**src/hdl/sbox_xor_ladder_network_assert.svh**
```systemverilog
// Assertion macros for the substitution ladder network.
// Each macro expects clk and rst_n to be visible where it is used.
`ifndef SBOX_XOR_LADDER_NETWORK_ASSERT_SVH
`define SBOX_XOR_LADDER_NETWORK_ASSERT_SVH

// Consequent must hold in the same cycle as the antecedent.
`define SXL_ASSERT_SAME(label, ante, cons, msg) \
    label: assert property (@(posedge clk) disable iff (!rst_n) (ante) |-> (cons)) \
        else $error(msg);

// Consequent must hold in the cycle after the antecedent.
`define SXL_ASSERT_NEXT(label, ante, cons, msg) \
    label: assert property (@(posedge clk) disable iff (!rst_n) (ante) |=> (cons)) \
        else $error(msg);

`endif

```
**src/hdl/sxl_pkg.sv**
```systemverilog
// Shared constants and types for the substitution ladder network.
// No dependencies; used by every module of the block except sxl_ram.
`default_nettype none

package sxl_pkg;

    localparam int WORD_BITS        = 5;
    localparam int WORDS_PER_VECTOR = 4;
    localparam int TABLE_COUNT      = 2 * WORDS_PER_VECTOR - 1;
    localparam int ROUNDS           = WORDS_PER_VECTOR - 1;
    localparam int TABLE_ENTRIES    = 1 << WORD_BITS;
    localparam int SEL_BITS         = 3;

    // Command codes carried on the command field.
    localparam logic CMD_EVALUATE = 1'b0;
    localparam logic CMD_WRITE    = 1'b1;

    typedef logic [WORD_BITS-1:0] word_t;
    typedef logic [SEL_BITS-1:0]  sel_t;

    // Write request into one table copy.
    typedef struct packed {
        logic  en;
        word_t addr;
        word_t data;
    } wr_t;

    // Registered lookup result of one table copy.
    typedef struct packed {
        word_t data;
        logic  unset;
    } rd_t;

endpackage

`default_nettype wire

```
**src/hdl/sxl_ram.sv**
```systemverilog
// Generic single-write, single-read RAM with a registered read port.
// No dependencies.
`default_nettype none

module sxl_ram #(
    parameter int WIDTH = 8,
    parameter int DEPTH = 32,
    localparam int ADDR_BITS = $clog2(DEPTH)
) (
    input  logic                 clk,
    input  logic                 we,
    input  logic [ADDR_BITS-1:0] waddr,
    input  logic [WIDTH-1:0]     wdata,
    input  logic                 re,
    input  logic [ADDR_BITS-1:0] raddr,
    output logic [WIDTH-1:0]     rdata
);

    logic [WIDTH-1:0] mem [DEPTH];
    logic [WIDTH-1:0] rdata_reg;

    always_ff @(posedge clk)
    begin
        if (we)
        begin
            mem[waddr] <= wdata;
        end
        if (re)
        begin
            rdata_reg <= mem[raddr];
        end
    end

    assign rdata = rdata_reg;

endmodule

`default_nettype wire

```
**src/hdl/sxl_lane.sv**
```systemverilog
// One copy of one substitution table with its written marks.
// Depends on sxl_pkg and sxl_ram.
`default_nettype none

module sxl_lane (
    input  logic            clk,
    input  logic            rst_n,
    input  sxl_pkg::wr_t    wr,
    input  logic            rd_en,
    input  sxl_pkg::word_t  rd_addr,
    output sxl_pkg::rd_t    rd
);

    logic [sxl_pkg::TABLE_ENTRIES-1:0] mark_reg;
    logic                              unset_reg;
    sxl_pkg::word_t                    ram_rdata;

    sxl_ram #(
        .WIDTH (sxl_pkg::WORD_BITS),
        .DEPTH (sxl_pkg::TABLE_ENTRIES)
    ) u_ram (
        .clk   (clk),
        .we    (wr.en),
        .waddr (wr.addr),
        .wdata (wr.data),
        .re    (rd_en),
        .raddr (rd_addr),
        .rdata (ram_rdata)
    );

    // Marks live in flops so that reset clears them all at once.
    always_ff @(posedge clk or negedge rst_n)
    begin
        if (!rst_n)
        begin
            mark_reg <= '0;
        end
        else if (wr.en)
        begin
            mark_reg[wr.addr] <= 1'b1;
        end
    end

    // The mark is sampled on the same edge as the RAM read so both line up.
    always_ff @(posedge clk)
    begin
        if (rd_en)
        begin
            unset_reg <= ~mark_reg[rd_addr];
        end
    end

    assign rd.data  = ram_rdata;
    assign rd.unset = unset_reg;

endmodule

`default_nettype wire

```
**src/hdl/sbox_xor_ladder_network.sv**
```systemverilog
// Throughput: one beat per cycle, evaluate or table write, with no gaps while out_stall is low.
// The three table-read stages and the output register set the depth; the first round reads
// at the input words, each later round at the XOR of the previous round's lookups.
// Reset clears pipeline valids and written marks at once; table RAMs are not
// cleared, and the block accepts beats in the first cycle after reset.
// Top level of the substitution ladder network: input stage, round stages and
// output register. Depends on sxl_pkg, sxl_lane and the assertion header.
`default_nettype none

`include "sbox_xor_ladder_network_assert.svh"

module sbox_xor_ladder_network (
    input  logic                   clk,
    input  logic                   rst_n,
    input  logic                   in_valid,
    output logic                   in_stall,
    input  logic                   command,
    input  logic [2:0]             table_select,
    input  sxl_pkg::word_t         table_address,
    input  sxl_pkg::word_t         table_data,
    input  sxl_pkg::word_t         word_in_0,
    input  sxl_pkg::word_t         word_in_1,
    input  sxl_pkg::word_t         word_in_2,
    input  sxl_pkg::word_t         word_in_3,
    output logic                   out_valid,
    input  logic                   out_stall,
    output sxl_pkg::word_t         word_out_0,
    output sxl_pkg::word_t         word_out_1,
    output sxl_pkg::word_t         word_out_2,
    output sxl_pkg::word_t         word_out_3,
    output logic                   unset_entry_used
);

    // Stage 0 holds the accepted beat. Stage k (1..ROUNDS) holds the beat
    // after round k's table reads; the lookups themselves sit in the RAM
    // read registers inside the lanes of round k. Write beats travel down
    // the same pipe and update each round's table copies as they pass, so
    // every evaluate beat sees exactly the writes accepted before it.
    logic [sxl_pkg::ROUNDS:0] valid_reg;
    logic [sxl_pkg::ROUNDS:0] cmd_reg;
    sxl_pkg::sel_t            sel_reg   [0:sxl_pkg::ROUNDS-1];
    sxl_pkg::word_t           addr_reg  [0:sxl_pkg::ROUNDS-1];
    sxl_pkg::word_t           data_reg  [0:sxl_pkg::ROUNDS-1];
    sxl_pkg::word_t           words_reg [0:sxl_pkg::ROUNDS][0:sxl_pkg::WORDS_PER_VECTOR-1];
    logic [sxl_pkg::ROUNDS:1] flag_reg;

    // Per-stage advance: a stage takes a new beat when it is empty or when
    // the stage after it advances too, so bubbles collapse.
    logic [sxl_pkg::ROUNDS:0] ready;
    logic                     out_ready;

    // Lookup results and unset marks of every round; lanes that a round does
    // not use read as zero.
    sxl_pkg::rd_t                   rd_q    [1:sxl_pkg::ROUNDS][0:sxl_pkg::TABLE_COUNT-1];
    logic [sxl_pkg::TABLE_COUNT-1:0] unset_q [1:sxl_pkg::ROUNDS];
    logic [sxl_pkg::ROUNDS:0]        flag_any;

    // Output register, the skid between the pipe and the result side.
    logic                  out_valid_reg;
    sxl_pkg::word_t        word_out_reg [0:sxl_pkg::WORDS_PER_VECTOR-1];
    logic                  flag_out_reg;

    always_comb
    begin
        out_ready = !out_valid_reg || !out_stall;
        ready[sxl_pkg::ROUNDS] = !valid_reg[sxl_pkg::ROUNDS] || out_ready;
        for (int k = sxl_pkg::ROUNDS - 1; k >= 0; k--)
        begin
            ready[k] = !valid_reg[k] || ready[k+1];
        end
    end

    assign in_stall = !ready[0];

    // Round r uses tables 0 .. TABLE_COUNT-r; each round has its own copy of
    // those tables so that all rounds can read in the same cycle.
    for (genvar r = 1; r <= sxl_pkg::ROUNDS; r++)
    begin : g_round
        logic rd_en;
        logic wr_go;

        assign rd_en = ready[r] && valid_reg[r-1] && (cmd_reg[r-1] == sxl_pkg::CMD_EVALUATE);
        assign wr_go = ready[r] && valid_reg[r-1] && (cmd_reg[r-1] == sxl_pkg::CMD_WRITE);

        for (genvar t = 0; t < sxl_pkg::TABLE_COUNT; t++)
        begin : g_lane
            if (t < sxl_pkg::TABLE_COUNT + 1 - r)
            begin : g_used
                sxl_pkg::wr_t   wr;
                sxl_pkg::word_t rd_addr;

                assign wr.en   = wr_go && (sel_reg[r-1] == sxl_pkg::sel_t'(t));
                assign wr.addr = addr_reg[r-1];
                assign wr.data = data_reg[r-1];

                // The first round reads the input words, the tail of the
                // layer repeating the leading words. Later rounds read the
                // XOR of neighboring lookups from the round before.
                if (r == 1)
                begin : g_first
                    if (t < sxl_pkg::WORDS_PER_VECTOR)
                    begin : g_head
                        assign rd_addr = words_reg[0][t];
                    end
                    else
                    begin : g_tail
                        assign rd_addr = words_reg[0][t - sxl_pkg::WORDS_PER_VECTOR];
                    end
                end
                else
                begin : g_later
                    assign rd_addr = rd_q[r-1][t].data ^ rd_q[r-1][t+1].data;
                end

                sxl_lane u_lane (
                    .clk     (clk),
                    .rst_n   (rst_n),
                    .wr      (wr),
                    .rd_en   (rd_en),
                    .rd_addr (rd_addr),
                    .rd      (rd_q[r][t])
                );

                assign unset_q[r][t] = rd_q[r][t].unset;
            end
            else
            begin : g_unused
                assign rd_q[r][t]    = '0;
                assign unset_q[r][t] = 1'b0;
            end
        end

        assign flag_any[r] = flag_reg[r] | (|unset_q[r]);
    end

    assign flag_any[0] = 1'b0;

    // Control state.
    always_ff @(posedge clk or negedge rst_n)
    begin
        if (!rst_n)
        begin
            valid_reg     <= '0;
            out_valid_reg <= 1'b0;
        end
        else
        begin
            if (ready[0])
            begin
                valid_reg[0] <= in_valid;
            end
            for (int k = 1; k <= sxl_pkg::ROUNDS; k++)
            begin
                if (ready[k])
                begin
                    valid_reg[k] <= valid_reg[k-1];
                end
            end
            // Write beats end at the last stage and never reach the output.
            if (out_ready)
            begin
                out_valid_reg <= valid_reg[sxl_pkg::ROUNDS]
                    && (cmd_reg[sxl_pkg::ROUNDS] == sxl_pkg::CMD_EVALUATE);
            end
        end
    end

    // Payload registers; they follow their stage's advance.
    always_ff @(posedge clk)
    begin
        if (ready[0])
        begin
            cmd_reg[0]      <= command;
            sel_reg[0]      <= table_select;
            addr_reg[0]     <= table_address;
            data_reg[0]     <= table_data;
            words_reg[0][0] <= word_in_0;
            words_reg[0][1] <= word_in_1;
            words_reg[0][2] <= word_in_2;
            words_reg[0][3] <= word_in_3;
        end
        for (int k = 1; k <= sxl_pkg::ROUNDS; k++)
        begin
            if (ready[k])
            begin
                cmd_reg[k]   <= cmd_reg[k-1];
                words_reg[k] <= words_reg[k-1];
                flag_reg[k]  <= flag_any[k-1];
            end
        end
        // The table fields are needed only up to the stage that feeds the last round.
        for (int k = 1; k < sxl_pkg::ROUNDS; k++)
        begin
            if (ready[k])
            begin
                sel_reg[k]  <= sel_reg[k-1];
                addr_reg[k] <= addr_reg[k-1];
                data_reg[k] <= data_reg[k-1];
            end
        end
        // Last XOR of neighbors, then the feed-forward XOR with the inputs.
        if (out_ready)
        begin
            for (int i = 0; i < sxl_pkg::WORDS_PER_VECTOR; i++)
            begin
                word_out_reg[i] <= rd_q[sxl_pkg::ROUNDS][i].data
                    ^ rd_q[sxl_pkg::ROUNDS][i+1].data
                    ^ words_reg[sxl_pkg::ROUNDS][i];
            end
            flag_out_reg <= flag_any[sxl_pkg::ROUNDS];
        end
    end

    assign out_valid        = out_valid_reg;
    assign word_out_0       = word_out_reg[0];
    assign word_out_1       = word_out_reg[1];
    assign word_out_2       = word_out_reg[2];
    assign word_out_3       = word_out_reg[3];
    assign unset_entry_used = flag_out_reg;

    // The input side only stalls when stage 0 is actually occupied.
    `SXL_ASSERT_SAME(a_stall_needs_item, in_stall, valid_reg[0],
        "input stalled while stage 0 is empty")

    // A write beat leaving the last stage must not produce a result.
    `SXL_ASSERT_NEXT(a_write_no_result,
        valid_reg[sxl_pkg::ROUNDS] && (cmd_reg[sxl_pkg::ROUNDS] == sxl_pkg::CMD_WRITE) && out_ready,
        !out_valid_reg, "write beat produced a result")

    // An evaluate beat leaving the last stage must produce a result.
    `SXL_ASSERT_NEXT(a_eval_result,
        valid_reg[sxl_pkg::ROUNDS] && (cmd_reg[sxl_pkg::ROUNDS] == sxl_pkg::CMD_EVALUATE) && out_ready,
        out_valid_reg, "evaluate beat lost before the output register")

endmodule

`default_nettype wire
```
**config.mk**
```make
export PLATFORM = sky130hd
export DESIGN_NAME = sbox_xor_ladder_network
export DESIGN_NICKNAME = d
export VERILOG_FILES = /design/src/hdl/sxl_pkg.sv /design/src/hdl/sxl_ram.sv /design/src/hdl/sxl_lane.sv /design/src/hdl/sbox_xor_ladder_network.sv
export VERILOG_INCLUDE_DIRS = /design/src /design/src/hdl
export SDC_FILE = /design/constraint.sdc
export NUM_CORES = 2
export LEC_CHECK = 0
export ABC_CLOCK_PERIOD_IN_PS = 4800
export BUFFER_PORTS_ARGS = -buffer_cell sky130_fd_sc_hd__buf_2
export CORE_ASPECT_RATIO = 0.75
export CORE_UTILIZATION = 45
export DETAILED_ROUTE_END_ITERATION = 7
export HOLD_SLACK_MARGIN = 0.1
export PLACE_DENSITY = 0.7
export SLEW_MARGIN = 15
export SYNTH_ARGS = -nofsm -noshare
export SYNTH_HDL_FRONTEND = slang
export SYNTH_SLANG_ARGS = --single-unit
```
**constraint.sdc**
```tcl
create_clock -name clk -period 4.8 [get_ports clk]
set_input_delay 0.24 -clock clk [delete_from_list [all_inputs] [get_ports clk]]
set_output_delay 0.24 -clock clk [all_outputs]
set_load 0.02 [all_outputs]
```
==> key figures <==
Hold path
  – Hold Crit Class: input port to flop

Die
  – Die W: 658 um
  – Core ar.: 321000 um^2
  – I/O Pins: 61
  – Chip Height: 494 um
  – Std-Cell Rows: between 150 and 200
  – Starting Density: 0.452
  – Die area: 325000 um^2

Run
  – Max Cap Viol: 0

Place
  – Final HPWL DP: 234 mm
  – Placed inst area: between 150000 and 200000 um^2
  – I/O Buffers: 60
  – GPL Wtd Cong: 0.876

Cells and area
  – Commonest non-fill, non-tap cell in the layout: edfxtp_1
  – Most frequent cells in the layout: edfxtp_1 (3134), nor2_1 (639), mux4_2 (583)
  – Layout area overhead: 12.4%
  – Final core occ: 0.508
  – Final net count: 8218
  – Max reg flops: 2880
  – Post-Layout Inst Area: around 160000 um^2
  – Fraction of layout instances using a drive strength above 1: 0.177

Logic synthesis
  – Register area share after synthesis: 0.749
  – Top FF cell, synth: edfxtp_1
  – Mapped Cells: around 8000
  – Synthesized Nets: ~8000
  – Warnings from Yosys: 0
  – FF+latch count, synth: 3715
  – Top cells by area, synth: edfxtp_1 (65%), dfrtp_1 (10%), mux4_2 (9.0%)
  – EDFF count, synth: roughly 3100
  – Netlist Area Pre-Place: 145000 um^2
  – Mean area per synthesized cell: ~18 um^2
  – Cell variety after synth: 48
  – Ys async rst share: 0.156
  – Top cell type's share of synthesized area: 0.649
  – Dominant cell type by area after synthesis: edfxtp_1

Clocking
  – CTS Root Cell: clkbuf_16
  – # hold bufs at CTS: 56
  – Setup Buffers After CTS: 0
  – CTS tree: done
  – CTS resizes: 0
  – Num CTS Buffers: 345
  – Clk Latency, worst-skew pair: around 0.94 ns
  – CTS Buffer Depth: 4
  – # H-tree levels: 5
  – Sink Count: about 3700
  – Clk pin slew, worst setup/hold paths: ~0.06 ns

Detailed routing
  – Via count: a little under 80000
  – Number of remaining DRC errors: 0
  – Routed length per instance: 29.8 um
  – ANT nets after route: 0
  – Starting DRC count in detailed routing: around 10000
  – DR vias/cell: just over 6
  – Pre-Repair DR Iteration Count: 6
  – WL final: ~380 mm

Power and ir drop
  – Design Power: ~73 mW
  – Maximum VDD drop: approximately 0.31 mV
  – Pleak: between 50 and 60 nW
  – PD cells: about 450 nW/um^2

Global route
  – Number of global-route vias before repair: a little under 80000
  – Met2 Usage GRT: 0.339
  – Met3 Use GR: 0.0633
  – GR Layer Usage met1: 0.331
  – Gr busiest metal: met2
  – First-pass GRT wire length: 550 mm
  – Pin count of the biggest net entering global routing: 194
  – GRT Total Usage: 0.231
  – Initial antenna violation count: 20
  – Grt ovf: 0

Setup path
  – CP endpoint kind: flop
  – Critical path type: flop to flop
  – Req. time, crit path: ~5.3 ns
  – CP max FO: 43
  – Crit path DAT: between 4 and 5 ns
  – CP startpoint kind: flop

STA
  – Max Freq: about 260 MHz
  – Crit share post-route: 0.806
  – RSZ-0062 raised after global routing: no
  – Worst slew pin tran: around 1.3 ns
  – Rel. slew slack: 0.148
  – Fin Setup TNS: 0 ns
  – Post-route clock skew: ~0.10 ns
  – Slew Limit Fails: 0
  – Hold Vio Cnt, Final: 0
  – Period minus WS final: 3.87 ns
  – Hold Slack: roughly 0.14 ns
  – Final Setup Violations: 0

Run status
  – Status: completed
-- report_power, final --
part	internal [mW]	switching [mW]
clock	15.8	12.0
sequential	36.3	0.906
combinational	3.12	5.35
total	55.2	18.3
-- stage by stage --
stage | cells | worst slack (ns)
floorplan | 7957 | 0.0701
global placement | 12052 | 0.773
detailed placement | 12052 | 0.920
CTS | 12733 | 0.954
global route | 12740 | 0.706
finish | 12744 | 0.932
-- final timing paths --
check                                          start                                                      endpoint  slack (ns)  cells past startpoint
max in group asynchronous                      rst_n   g_round[3].g_lane[3].g_used.u_lane.mark_reg[30]$_DFFE_PN0P_        3.27                      4
setup reg to reg               out_valid$_DFFE_PN0P_  g_round[1].g_lane[5].g_used.u_lane.u_ram.mem[0][1]$_DFFE_PP_        0.93                      7
min in group asynchronous                      rst_n    g_round[1].g_lane[3].g_used.u_lane.mark_reg[2]$_DFFE_PN0P_        0.41                      3
hold reg to reg            words_reg[1][6]$_DFFE_PP_                                     words_reg[2][6]$_DFFE_PP_        0.40                      0
setup / recovery               out_valid$_DFFE_PN0P_  g_round[1].g_lane[5].g_used.u_lane.u_ram.mem[0][1]$_DFFE_PP_        0.93                      7
hold / removal                          word_in_3[2]                                     words_reg[0][2]$_DFFE_PN_        0.14                      2
-- area by class of cell --
class                           instances  area (um^2)
Clock buffer                          438         9390
Sequential cell                      3715       109000
Clock inverter                        187         1980
Fill cell                           25040       158000
Timing Repair Buffer                  354         3070
Antenna cell                            9         22.5
Inverter                                6         22.5
Multi-Input combinational cell       3758        34600
Tap cell                             4277         5350
-- cells in the mapped netlist, types with 35 or more instances --
| library cell | count |
|---|---|
| edfxtp_1 | 3134 |
| nor2_1 | 641 |
| mux4_2 | 583 |
| dfrtp_1 | 581 |
| o21bai_1 | 512 |
| nand2_1 | 423 |
| mux2i_1 | 384 |
| clkbuf_1 | 236 |
| buf_2 | 163 |
| nand3_1 | 156 |
| a22oi_1 | 152 |
| a221oi_1 | 148 |
| xnor2_1 | 81 |
| o211ai_1 | 78 |
| o21ai_0 | 74 |
| a22o_1 | 71 |
| nor3_1 | 50 |
| a32oi_1 | 48 |
| nand4_1 | 48 |
| xor2_1 | 41 |
| or2_2 | 35 |
-- per-layer routing --
layer | wire length (um) | up-vias
met5 | 102 | -
met4 | 15700 | 16
met3 | 44900 | 770
met2 | 167000 | 4818
met1 | 152000 | 40565
li1 | - | 32035
-- critical path: stages, from the launching register on --
cell	delay [ns]
dfrtp_1	0.43
nand3_2	0.10
nor2_1	0.13
inv_2	0.10
or2_2	0.75
and4_1	0.52
nand2_2	0.74
nor2_1	0.66
-- kinds of logic after synthesis --
group,share of synthesized area
compound gates,0.0590
xor+xnor,0.00849
buf+inv,0.0161
flops,0.749
mux,0.122
simple gates,0.0453
No activity file was read; power rests on OpenSTA's default activity.
